## config.mk

```make
export PLATFORM = sky130hd
export DESIGN_NAME = two_axis_damped_motion_controller_top
export DESIGN_NICKNAME = d
export VERILOG_FILES = /design/src/sv/dmc_pkg.sv /design/src/sv/dmc_cordic.sv /design/src/sv/dmc_mul.sv /design/src/sv/two_axis_damped_motion_controller_top.sv
export SDC_FILE = /design/constraint.sdc
export NUM_CORES = 2
export LEC_CHECK = 0
export ABC_AREA = 1
export BUFFER_PORTS_ARGS = -buffer_cell sky130_fd_sc_hd__buf_4
export CORE_UTILIZATION = 57
export CTS_BUF_LIST = sky130_fd_sc_hd__clkbuf_8
export DETAILED_ROUTE_END_ITERATION = 7
export GPL_TIMING_DRIVEN = 1
export PLACE_DENSITY_LB_ADDON = 0.2
export SLEW_MARGIN = 20
export SYNTH_ARGS = -nofsm -noshare
export SYNTH_HDL_FRONTEND = slang
export SYNTH_HIERARCHICAL = 1
export SYNTH_SLANG_ARGS = --single-unit
```

## constraint.sdc

```tcl
create_clock -name clk -period 11.28 [get_ports clk]
set_input_delay 2.256 -clock clk [delete_from_list [all_inputs] [get_ports clk]]
set_output_delay 2.256 -clock clk [all_outputs]
set_load 0.01 [all_outputs]
```

## src/sv/dmc_pkg.sv

```systemverilog
// Shared types, constants and helper functions for the two-axis damped motion controller.
// Used by every module of the block; depends on nothing else.
`default_nettype none
package dmc_pkg;

  localparam int FRACTION_BITS    = 16;
  localparam int ANGLE_ITERATIONS = 16;
  localparam int SEQUENCE_LENGTH  = 5;

  localparam int DATA_W    = 32;
  localparam int MODE_W    = 2;
  localparam int STEP_W    = 17;
  localparam int ITC_W     = 21;
  localparam int CFG_W     = 21;
  localparam int CFG_IDX_W = 2;
  localparam int SEQ_W     = 3;
  localparam int CORDIC_W  = 38;
  localparam int ANGLE_W   = 34;
  localparam int ITER_W    = 5;
  localparam int MUL_B_W   = 21;
  localparam int PROD_W    = DATA_W + MUL_B_W + 1;
  localparam int SUM_W     = 42;

  localparam logic [CFG_IDX_W-1:0] REG_DRIVE_MODE = CFG_IDX_W'(0);
  localparam logic [CFG_IDX_W-1:0] REG_STEP_SIZE  = CFG_IDX_W'(1);
  localparam logic [CFG_IDX_W-1:0] REG_INV_TAU    = CFG_IDX_W'(2);

  localparam logic [MODE_W-1:0] MODE_FOLLOW      = MODE_W'(0);
  localparam logic [MODE_W-1:0] MODE_PRESET      = MODE_W'(1);
  localparam logic [MODE_W-1:0] MODE_CONTROLLED  = MODE_W'(2);
  localparam logic [MODE_W-1:0] MODE_PRESET_ALT  = MODE_W'(3);

  localparam logic OP_TICK    = 1'b0;
  localparam logic OP_MEASURE = 1'b1;

  localparam longint ONE_Q = longint'(1) << FRACTION_BITS;

  localparam logic signed [DATA_W-1:0] HEADING_TOL = DATA_W'((2 * ONE_Q + 50) / 100);
  localparam logic signed [DATA_W-1:0] FORWARD_TOL = DATA_W'((2 * ONE_Q + 5) / 10);
  localparam logic signed [CORDIC_W-1:0] COLUMN_CENTER = CORDIC_W'(60 * ONE_Q);
  localparam logic signed [ANGLE_W-1:0] HALF_PI_Q30 = ANGLE_W'(64'sd1686629713);
  localparam logic signed [ANGLE_W-1:0] PI_Q30      = ANGLE_W'(64'sd3373259426);
  localparam int ANGLE_SHIFT = 30 - FRACTION_BITS;
  localparam logic signed [ANGLE_W-1:0] ANGLE_ROUND =
    ANGLE_W'(longint'(1) << (29 - FRACTION_BITS));
  localparam logic [ITER_W-1:0] ITER_LAST =
    ITER_W'((ANGLE_ITERATIONS < 30) ? (ANGLE_ITERATIONS - 1) : 29);

  localparam logic [STEP_W-1:0] STEP_RESET = STEP_W'((ONE_Q + 500) / 1000);
  localparam logic [ITC_W-1:0]  ITC_RESET  = ITC_W'((ONE_Q + 5) / 10);

  localparam logic signed [SUM_W-1:0] SAT_HI = SUM_W'(64'sd2147483647);
  localparam logic signed [SUM_W-1:0] SAT_LO = SUM_W'(-64'sd2147483648);

  typedef struct packed {
    logic                     opcode;
    logic signed [DATA_W-1:0] object_column;
    logic signed [DATA_W-1:0] object_depth;
  } cmd_t;

  typedef struct packed {
    logic signed [DATA_W-1:0] left_wheel_speed;
    logic signed [DATA_W-1:0] right_wheel_speed;
  } wheel_t;

  typedef struct packed {
    logic                       start;
    logic signed [CORDIC_W-1:0] vec_x;
    logic signed [CORDIC_W-1:0] vec_y;
  } cordic_req_t;

  typedef struct packed {
    logic                     done;
    logic signed [DATA_W-1:0] angle;
  } cordic_res_t;

  typedef struct packed {
    logic signed [DATA_W-1:0] a;
    logic [MUL_B_W-1:0]       b;
  } mul_op_t;

  typedef enum logic [3:0] {
    ST_IDLE,
    ST_ANGLE,
    ST_MUL_VH,
    ST_ERR,
    ST_MUL_EI,
    ST_MUL_VI,
    ST_DIFF,
    ST_MUL_HD,
    ST_VEL,
    ST_OUT
  } state_t;

  function automatic logic signed [ANGLE_W-1:0] atan_q30(input logic [ITER_W-1:0] i);
    logic signed [ANGLE_W-1:0] r;
    case (i)
      5'd0:  r = ANGLE_W'(64'sd843314857);
      5'd1:  r = ANGLE_W'(64'sd497837829);
      5'd2:  r = ANGLE_W'(64'sd263043837);
      5'd3:  r = ANGLE_W'(64'sd133525159);
      5'd4:  r = ANGLE_W'(64'sd67021687);
      5'd5:  r = ANGLE_W'(64'sd33543516);
      5'd6:  r = ANGLE_W'(64'sd16775851);
      5'd7:  r = ANGLE_W'(64'sd8388437);
      5'd8:  r = ANGLE_W'(64'sd4194283);
      5'd9:  r = ANGLE_W'(64'sd2097149);
      5'd10: r = ANGLE_W'(64'sd1048576);
      5'd11: r = ANGLE_W'(64'sd524288);
      5'd12: r = ANGLE_W'(64'sd262144);
      5'd13: r = ANGLE_W'(64'sd131072);
      5'd14: r = ANGLE_W'(64'sd65536);
      5'd15: r = ANGLE_W'(64'sd32768);
      5'd16: r = ANGLE_W'(64'sd16384);
      5'd17: r = ANGLE_W'(64'sd8192);
      5'd18: r = ANGLE_W'(64'sd4096);
      5'd19: r = ANGLE_W'(64'sd2048);
      5'd20: r = ANGLE_W'(64'sd1024);
      5'd21: r = ANGLE_W'(64'sd512);
      5'd22: r = ANGLE_W'(64'sd256);
      5'd23: r = ANGLE_W'(64'sd128);
      5'd24: r = ANGLE_W'(64'sd64);
      5'd25: r = ANGLE_W'(64'sd32);
      5'd26: r = ANGLE_W'(64'sd16);
      5'd27: r = ANGLE_W'(64'sd8);
      5'd28: r = ANGLE_W'(64'sd4);
      5'd29: r = ANGLE_W'(64'sd2);
      default: r = '0;
    endcase
    return r;
  endfunction

  function automatic logic signed [DATA_W-1:0] preset_speed(input logic [SEQ_W-1:0] pos);
    logic signed [DATA_W-1:0] r;
    case (pos)
      3'd0:    r = DATA_W'(1 * ONE_Q);
      3'd1:    r = DATA_W'(2 * ONE_Q);
      3'd2:    r = DATA_W'(3 * ONE_Q);
      3'd3:    r = DATA_W'(4 * ONE_Q);
      3'd4:    r = '0;
      3'd5:    r = DATA_W'(5 * ONE_Q);
      3'd6:    r = DATA_W'(1 * ONE_Q);
      default: r = '0;
    endcase
    return r;
  endfunction

  function automatic logic signed [DATA_W-1:0] sat32(input logic signed [SUM_W-1:0] v);
    logic signed [DATA_W-1:0] r;
    if (v > SAT_HI) begin
      r = DATA_W'(SAT_HI);
    end else if (v < SAT_LO) begin
      r = DATA_W'(SAT_LO);
    end else begin
      r = DATA_W'(v);
    end
    return r;
  endfunction

endpackage
`default_nettype wire

```

## src/sv/dmc_cordic.sv

```systemverilog
// Iterative vectoring CORDIC: one rotation step per cycle on a shared add/shift datapath.
// Returns the heading angle of (vec_x, vec_y) in Q16.16; depends on dmc_pkg.
`default_nettype none
module dmc_cordic (
  input  wire logic                 clk,
  input  wire logic                 rst,
  input  wire dmc_pkg::cordic_req_t req,
  output dmc_pkg::cordic_res_t      res
);

  logic busy;
  logic fin;
  logic done;
  logic [dmc_pkg::ITER_W-1:0] iter;
  logic signed [dmc_pkg::CORDIC_W-1:0] x;
  logic signed [dmc_pkg::CORDIC_W-1:0] y;
  logic signed [dmc_pkg::ANGLE_W-1:0] z;
  logic zero_vec;
  logic behind;
  logic signed [dmc_pkg::DATA_W-1:0] angle;

  logic signed [dmc_pkg::CORDIC_W-1:0] xs;
  logic signed [dmc_pkg::CORDIC_W-1:0] ys;
  logic signed [dmc_pkg::ANGLE_W-1:0] z_sel;
  logic signed [dmc_pkg::ANGLE_W-1:0] z_rnd;

  assign xs    = x >>> iter;
  assign ys    = y >>> iter;
  assign z_sel = behind ? dmc_pkg::PI_Q30 : z;
  assign z_rnd = (z_sel + dmc_pkg::ANGLE_ROUND) >>> dmc_pkg::ANGLE_SHIFT;

  always_ff @(posedge clk) begin
    if (rst) begin
      busy <= 1'b0;
      fin  <= 1'b0;
      done <= 1'b0;
    end else begin
      done <= 1'b0;
      if (req.start) begin
        busy <= 1'b1;
        fin  <= 1'b0;
      end else if (busy) begin
        if (iter == dmc_pkg::ITER_LAST) begin
          busy <= 1'b0;
          fin  <= 1'b1;
        end
      end else if (fin) begin
        fin  <= 1'b0;
        done <= 1'b1;
      end
    end
  end

  always_ff @(posedge clk) begin
    if (req.start) begin
      iter     <= '0;
      zero_vec <= (req.vec_x == '0) && (req.vec_y == '0);
      behind   <= (req.vec_x < 0) && (req.vec_y == '0);
      if (req.vec_x < 0) begin
        if (req.vec_y >= 0) begin
          x <= req.vec_y;
          y <= -req.vec_x;
          z <= dmc_pkg::HALF_PI_Q30;
        end else begin
          x <= -req.vec_y;
          y <= req.vec_x;
          z <= -dmc_pkg::HALF_PI_Q30;
        end
      end else begin
        x <= req.vec_x;
        y <= req.vec_y;
        z <= '0;
      end
    end else if (busy) begin
      iter <= iter + 1'b1;
      if (y >= 0) begin
        x <= x + ys;
        y <= y - xs;
        z <= z + dmc_pkg::atan_q30(iter);
      end else begin
        x <= x - ys;
        y <= y + xs;
        z <= z - dmc_pkg::atan_q30(iter);
      end
    end else if (fin) begin
      angle <= zero_vec ? '0 : dmc_pkg::DATA_W'(z_rnd);
    end
  end

  assign res.done  = done;
  assign res.angle = angle;

endmodule
`default_nettype wire

```

## src/sv/dmc_mul.sv

```systemverilog
// Shared signed-by-unsigned multiplier with a registered product.
// Serves every product of the filter update; depends on dmc_pkg.
`default_nettype none
module dmc_mul (
  input  wire logic             clk,
  input  wire dmc_pkg::mul_op_t op,
  output logic signed [dmc_pkg::PROD_W-1:0] prod
);

  logic signed [dmc_pkg::MUL_B_W:0] b_ext;

  assign b_ext = $signed({1'b0, op.b});

  always_ff @(posedge clk) begin
    prod <= op.a * b_ext;
  end

endmodule
`default_nettype wire

```

## src/sv/two_axis_damped_motion_controller_top.sv

```systemverilog
// Two-axis damped motion controller: sequencer, state registers and output register.
// Instantiates dmc_cordic and dmc_mul; depends on dmc_pkg.
//
// Usage: requests arrive on cmd (valid/ready). A measurement request (opcode 1)
// runs the heading CORDIC and may refresh the error estimates; it yields no
// result. A tick request (opcode 0) yields one wheel command on wheel
// (valid/ready), per drive_mode: follow, preset sequence, or controlled.
// A measurement runs the one-step-per-cycle CORDIC to completion. A follow
// or preset tick goes straight to the output state; a controlled tick runs
// its products in turn on the single shared multiplier, which does four products
// per axis. cmd_ready is high only in the idle state, so one request is in
// work at a time.
// The wheel output register holds a finished command while the receiver
// stalls; new requests are still taken, but a tick waits in its output state
// until the previous command has been taken.
// Reset (rst, synchronous) clears state, estimates, sequence position and
// restores the register defaults; no clearing pass is needed.
// Configuration is written through cfg_write/cfg_index/cfg_data, one cycle; index 3
// is ignored. The user must write only while the block is idle; it is not enforced.
`default_nettype none
module two_axis_damped_motion_controller_top (
  input  wire logic                            clk,
  input  wire logic                            rst,
  input  wire logic                            cfg_write,
  input  wire logic [dmc_pkg::CFG_IDX_W-1:0]   cfg_index,
  input  wire logic [dmc_pkg::CFG_W-1:0]       cfg_data,
  input  wire logic                            cmd_valid,
  output logic                                 cmd_ready,
  input  wire dmc_pkg::cmd_t                   cmd,
  output logic                                 wheel_valid,
  input  wire logic                            wheel_ready,
  output dmc_pkg::wheel_t                      wheel
);

  dmc_pkg::state_t state;
  dmc_pkg::state_t state_next;

  logic [dmc_pkg::MODE_W-1:0] drive_mode;
  logic [dmc_pkg::STEP_W-1:0] step_size;
  logic [dmc_pkg::ITC_W-1:0]  inv_tau;

  logic signed [dmc_pkg::DATA_W-1:0] fwd_vel;
  logic signed [dmc_pkg::DATA_W-1:0] turn_rate;
  logic signed [dmc_pkg::DATA_W-1:0] fwd_err;
  logic signed [dmc_pkg::DATA_W-1:0] head_err;
  logic [dmc_pkg::SEQ_W-1:0] seq_pos;

  logic signed [dmc_pkg::DATA_W-1:0] depth_hold;
  logic axis;
  logic signed [dmc_pkg::SUM_W-1:0] t1;
  logic signed [dmc_pkg::DATA_W-1:0] d;

  dmc_pkg::cordic_req_t cor_req;
  dmc_pkg::cordic_res_t cor_res;
  dmc_pkg::mul_op_t     mul_op;
  logic signed [dmc_pkg::PROD_W-1:0] prod;
  logic signed [dmc_pkg::SUM_W-1:0] fm;
  logic signed [dmc_pkg::DATA_W-1:0] err_cur;
  logic signed [dmc_pkg::DATA_W-1:0] vel_cur;
  logic signed [dmc_pkg::DATA_W-1:0] err_new;
  logic signed [dmc_pkg::DATA_W-1:0] vel_new;
  logic signed [dmc_pkg::DATA_W-1:0] v_preset;
  logic [dmc_pkg::SEQ_W:0] seq_inc;
  logic accept;
  logic out_load;
  logic is_preset;

  assign accept    = cmd_valid && cmd_ready;
  assign is_preset = drive_mode inside {dmc_pkg::MODE_PRESET, dmc_pkg::MODE_PRESET_ALT};
  assign fm        = dmc_pkg::SUM_W'(prod >>> dmc_pkg::FRACTION_BITS);
  assign err_cur   = axis ? fwd_err : head_err;
  assign vel_cur   = axis ? fwd_vel : turn_rate;
  assign err_new   = dmc_pkg::sat32(dmc_pkg::SUM_W'(err_cur) - fm);
  assign vel_new   = dmc_pkg::sat32(dmc_pkg::SUM_W'(vel_cur) + fm);
  assign v_preset  = dmc_pkg::preset_speed(seq_pos);
  assign seq_inc   = {1'b0, seq_pos} + 1'b1;

  assign cor_req.start = accept && (cmd.opcode == dmc_pkg::OP_MEASURE);
  assign cor_req.vec_x = dmc_pkg::CORDIC_W'(cmd.object_depth);
  assign cor_req.vec_y = dmc_pkg::COLUMN_CENTER - dmc_pkg::CORDIC_W'(cmd.object_column);

  dmc_cordic u_cordic (
    .clk (clk),
    .rst (rst),
    .req (cor_req),
    .res (cor_res)
  );

  dmc_mul u_mul (
    .clk  (clk),
    .op   (mul_op),
    .prod (prod)
  );

  always_ff @(posedge clk) begin
    if (rst) begin
      state <= dmc_pkg::ST_IDLE;
    end else begin
      state <= state_next;
    end
  end

  always_comb begin
    state_next = state;
    cmd_ready  = 1'b0;
    out_load   = 1'b0;
    mul_op.a   = vel_cur;
    mul_op.b   = dmc_pkg::MUL_B_W'(step_size);
    case (state)
      dmc_pkg::ST_IDLE: begin
        cmd_ready = 1'b1;
        if (cmd_valid) begin
          if (cmd.opcode == dmc_pkg::OP_MEASURE) begin
            state_next = dmc_pkg::ST_ANGLE;
          end else if (drive_mode == dmc_pkg::MODE_CONTROLLED) begin
            state_next = dmc_pkg::ST_MUL_VH;
          end else begin
            state_next = dmc_pkg::ST_OUT;
          end
        end
      end
      dmc_pkg::ST_ANGLE: begin
        if (cor_res.done) begin
          state_next = dmc_pkg::ST_IDLE;
        end
      end
      dmc_pkg::ST_MUL_VH: begin
        state_next = dmc_pkg::ST_ERR;
      end
      dmc_pkg::ST_ERR: begin
        state_next = dmc_pkg::ST_MUL_EI;
      end
      dmc_pkg::ST_MUL_EI: begin
        mul_op.a   = err_cur;
        mul_op.b   = inv_tau;
        state_next = dmc_pkg::ST_MUL_VI;
      end
      dmc_pkg::ST_MUL_VI: begin
        mul_op.a   = vel_cur;
        mul_op.b   = inv_tau;
        state_next = dmc_pkg::ST_DIFF;
      end
      dmc_pkg::ST_DIFF: begin
        state_next = dmc_pkg::ST_MUL_HD;
      end
      dmc_pkg::ST_MUL_HD: begin
        mul_op.a   = d;
        state_next = dmc_pkg::ST_VEL;
      end
      dmc_pkg::ST_VEL: begin
        state_next = axis ? dmc_pkg::ST_OUT : dmc_pkg::ST_MUL_VH;
      end
      dmc_pkg::ST_OUT: begin
        if (!wheel_valid || wheel_ready) begin
          out_load   = 1'b1;
          state_next = dmc_pkg::ST_IDLE;
        end
      end
      default: begin
        state_next = dmc_pkg::ST_IDLE;
      end
    endcase
  end

  always_ff @(posedge clk) begin
    if (rst) begin
      drive_mode <= dmc_pkg::MODE_FOLLOW;
      step_size  <= dmc_pkg::STEP_RESET;
      inv_tau    <= dmc_pkg::ITC_RESET;
    end else if (cfg_write) begin
      case (cfg_index)
        dmc_pkg::REG_DRIVE_MODE: drive_mode <= cfg_data[dmc_pkg::MODE_W-1:0];
        dmc_pkg::REG_STEP_SIZE:  step_size  <= cfg_data[dmc_pkg::STEP_W-1:0];
        dmc_pkg::REG_INV_TAU:    inv_tau    <= cfg_data[dmc_pkg::ITC_W-1:0];
        default: ;
      endcase
    end
  end

  always_ff @(posedge clk) begin
    if (rst) begin
      fwd_vel     <= '0;
      turn_rate   <= '0;
      fwd_err     <= '0;
      head_err    <= '0;
      seq_pos     <= '0;
      axis        <= 1'b0;
      wheel_valid <= 1'b0;
    end else begin
      if (out_load) begin
        wheel_valid <= 1'b1;
      end else if (wheel_ready) begin
        wheel_valid <= 1'b0;
      end
      case (state)
        dmc_pkg::ST_IDLE: begin
          axis <= 1'b0;
        end
        dmc_pkg::ST_ANGLE: begin
          if (cor_res.done) begin
            if ((head_err > -dmc_pkg::HEADING_TOL) && (head_err < dmc_pkg::HEADING_TOL)) begin
              head_err <= cor_res.angle;
            end
            if ((fwd_err > -dmc_pkg::FORWARD_TOL) && (fwd_err < dmc_pkg::FORWARD_TOL)) begin
              fwd_err <= depth_hold;
            end
          end
        end
        dmc_pkg::ST_ERR: begin
          if (axis) begin
            fwd_err <= err_new;
          end else begin
            head_err <= err_new;
          end
        end
        dmc_pkg::ST_VEL: begin
          if (axis) begin
            fwd_vel <= vel_new;
          end else begin
            turn_rate <= vel_new;
          end
          axis <= 1'b1;
        end
        dmc_pkg::ST_OUT: begin
          if (out_load && is_preset) begin
            seq_pos <= (seq_inc >= (dmc_pkg::SEQ_W + 1)'(dmc_pkg::SEQUENCE_LENGTH)) ?
                       '0 : seq_inc[dmc_pkg::SEQ_W-1:0];
          end
        end
        default: ;
      endcase
    end
  end

  always_ff @(posedge clk) begin
    if (accept) begin
      depth_hold <= cmd.object_depth;
    end
    if (state == dmc_pkg::ST_MUL_VI) begin
      t1 <= fm;
    end
    if (state == dmc_pkg::ST_DIFF) begin
      d <= dmc_pkg::sat32(t1 - (fm <<< 1));
    end
    if (out_load) begin
      if (is_preset) begin
        wheel.left_wheel_speed  <= -v_preset;
        wheel.right_wheel_speed <= v_preset;
      end else begin
        wheel.left_wheel_speed  <= dmc_pkg::sat32(dmc_pkg::SUM_W'(turn_rate) -
                                                  dmc_pkg::SUM_W'(fwd_vel));
        wheel.right_wheel_speed <= dmc_pkg::sat32(dmc_pkg::SUM_W'(fwd_vel) +
                                                  dmc_pkg::SUM_W'(turn_rate));
      end
    end
  end

endmodule
`default_nettype wire

```

==> results_dict.tcl <==
set metrics [dict create \
    grt_max_degree 84 \
    clock-root-buffer "clkbuf_8" \
    final_cell_area_sq_um 83000 \
    path_clk_slew_ns 0.07 \
    synth_cells 11800 \
    p_sw_frac 0.583 \
    drc 0 \
    cts-htree-levels 3 \
    power.density_nw_per_um2 277 \
    fin_crit_sh 0.802 \
    power.share.sequential 0.158 \
    syn-cell-area_sq_um 78400 \
    report.final.slew_viol_count 0 \
    fmax_mhz 111 \
    crit_start "state[2]" \
    combPwrFrac 0.746 \
    grtUsageTotal 0.419 \
    clock_power_share 0.096 \
    status "completed" \
    hold_class "flop to flop" \
    gp_congestion 1.10 \
    worstMarginPinSlew_ns 1.23 \
    dr.pass1.iters 8 \
    num-fill-cells 12500 \
    multi_input_area_sq_um 53600 \
    most-common-layout-cells "nand2_1 (3222), inv_1 (2336), nand3_1 (901)" \
    routed_wl_mm 297 \
    cpMostUsedCell "inv_1" \
    grt_overflow 0 \
    cp.required_ns 11.98 \
    cp_max_fo 32 \
    critPathMaxStageDelay_ns 0.77 \
    crit_arrival_ns 9.75 \
    rsz0062_at_grt "no" \
    internal_power_mw 9.60 \
    p_leak_nw 44.4 \
    power.switching_mw 13.4 \
    core_sq_um 136000 \
    grt_first_pass_wirelength_mm 448 \
    reg2reg_from "state[2]" \
    skew_ns 0.121 \
    regArea_sq_um 14000 \
    end_kind "flop" \
    ir_drop_mv 0.389 \
    hold_start "inv_tau[7]" \
    tns_ns 0 \
    ioPinCount 159 \
    setup_viol 0 \
    hold_violations 0 \
    routedWlPerCell_um 21.9 \
    place_hpwl_mm 244 \
    cts.sink_count 551 \
    vias_per_cell 5.83 \
    cts_tree "yes" \
    worstSetupStartpointType "flop" \
    clock_latency_ns 0.92 \
    dr_total_vias 79200 \
    area_growth_pct 5.92 \
    drtIter0Drc 8951 \
    start_util 0.576 \
    cts_resized 0 \
    ctsLongestPathBuffers 3 \
    yosys_warnings 6 \
    numPortBuffers 158 \
    rows 135 \
    grt_pass1_vias 77500 \
    drv_cap 0 \
    cts_buffers 104 \
    dieArea_sq_um 139000 \
    cts_hold_buf 0 \
    fin_nets 12900 \
    synth_nets 13000 \
    syn_area_per_cell_sq_um 6.66 \
    die_h_um 373 \
    grt_antenna_before_repair 12 \
    die_width_um 373 \
    placed_area_sq_um 80700 \
    slew_headroom 0.178 \
    layout_commonest_cell "nand2_1" \
    slowest_stage "fa_1" \
    path_class "flop to flop" \
    fin_crit_ns 9.04 \
    drive_above_1_share 0.0593 \
    post_cts_buffers 0 \
    postRouteAntennaNets 0 \
]
worst paths after layout:
path	endpoint	slack, ns	depth (start not counted)
setup reg to reg	u_mul/prod[52]	2.24	33
hold reg to reg	inv_tau[7]	0.46	2
setup / recovery	u_mul/prod[52]	2.24	33
hold / removal	inv_tau[7]	0.46	2
state kept, by name, indices dropped and copies added (netlist names), 5 cells and up, named ones only:
name and cells:
u_mul/prod 38, head_err 32, t1 38, turn_rate 32, fwd_err 32, u_cordic/z 34, u_cordic/y 38, d 32
u_cordic/angle 20, fwd_vel 32, u_cordic/iter 5, depth_hold 32, u_cordic/x 38, inv_tau 21, wheel 64, step_size 17
power groups by stage:
| stage | Sequential (mW) | Clock (mW) | Combinational, mW |
|---|---|---|---|
| after floorplan | 3.36 | 0 | 11.9 |
| after global placement | 3.64 | 0 | 16.4 |
| final | 3.64 | 2.20 | 17.2 |
| after detailed placement | 3.65 | 0 | 16.6 |
| after global routing | 3.65 | 2.30 | 18.8 |
| after CTS | 3.61 | 2.22 | 16.7 |
final cells by class:
type	instances	share of cell area
flip-flops and latches	551	0.169
multi-input cells	8437	0.646
diodes	8	0.000241
clock inverters	81	0.00829
clock buffers	115	0.0191
repair buffers	268	0.0245
inverters	2345	0.106
well taps	1781	0.0268
worst max-delay path: cells and delay by family (launching register included):
family / cells / cell delay [ns]
and+or+nand+nor: 13 / 2.23
DFF: 1 / 0.41
buffers and inverters: 12 / 1.70
adders and majority gates: 8 / 4.47
per-layer routing:
metal	routed length, um	track usage
met1	113000	0.520
met3	28300	0.0775
met5	68	0
met4	22100	0.267
met2	133000	0.671
per-stage QoR:
stage / power, mW / utilization / setup WS [ns] / std cells / hold slack (ns)
2_1_floorplan: 15.3 / - / 1.42 / 11800 / 0.423
3_3_place_gp: 20.0 / 0.593 / 2.18 / 13400 / 0.435
3_5_place_dp: 20.3 / 0.594 / 2.02 / 13400 / 0.441
4_1_cts: 22.5 / 0.610 / 1.89 / 13600 / 0.458
5_1_grt: 24.7 / 0.611 / 1.60 / 13600 / 0.481
6_report: 23.0 / 0.611 / 2.24 / 13600 / 0.455
Power figures use the tool's default switching activity.
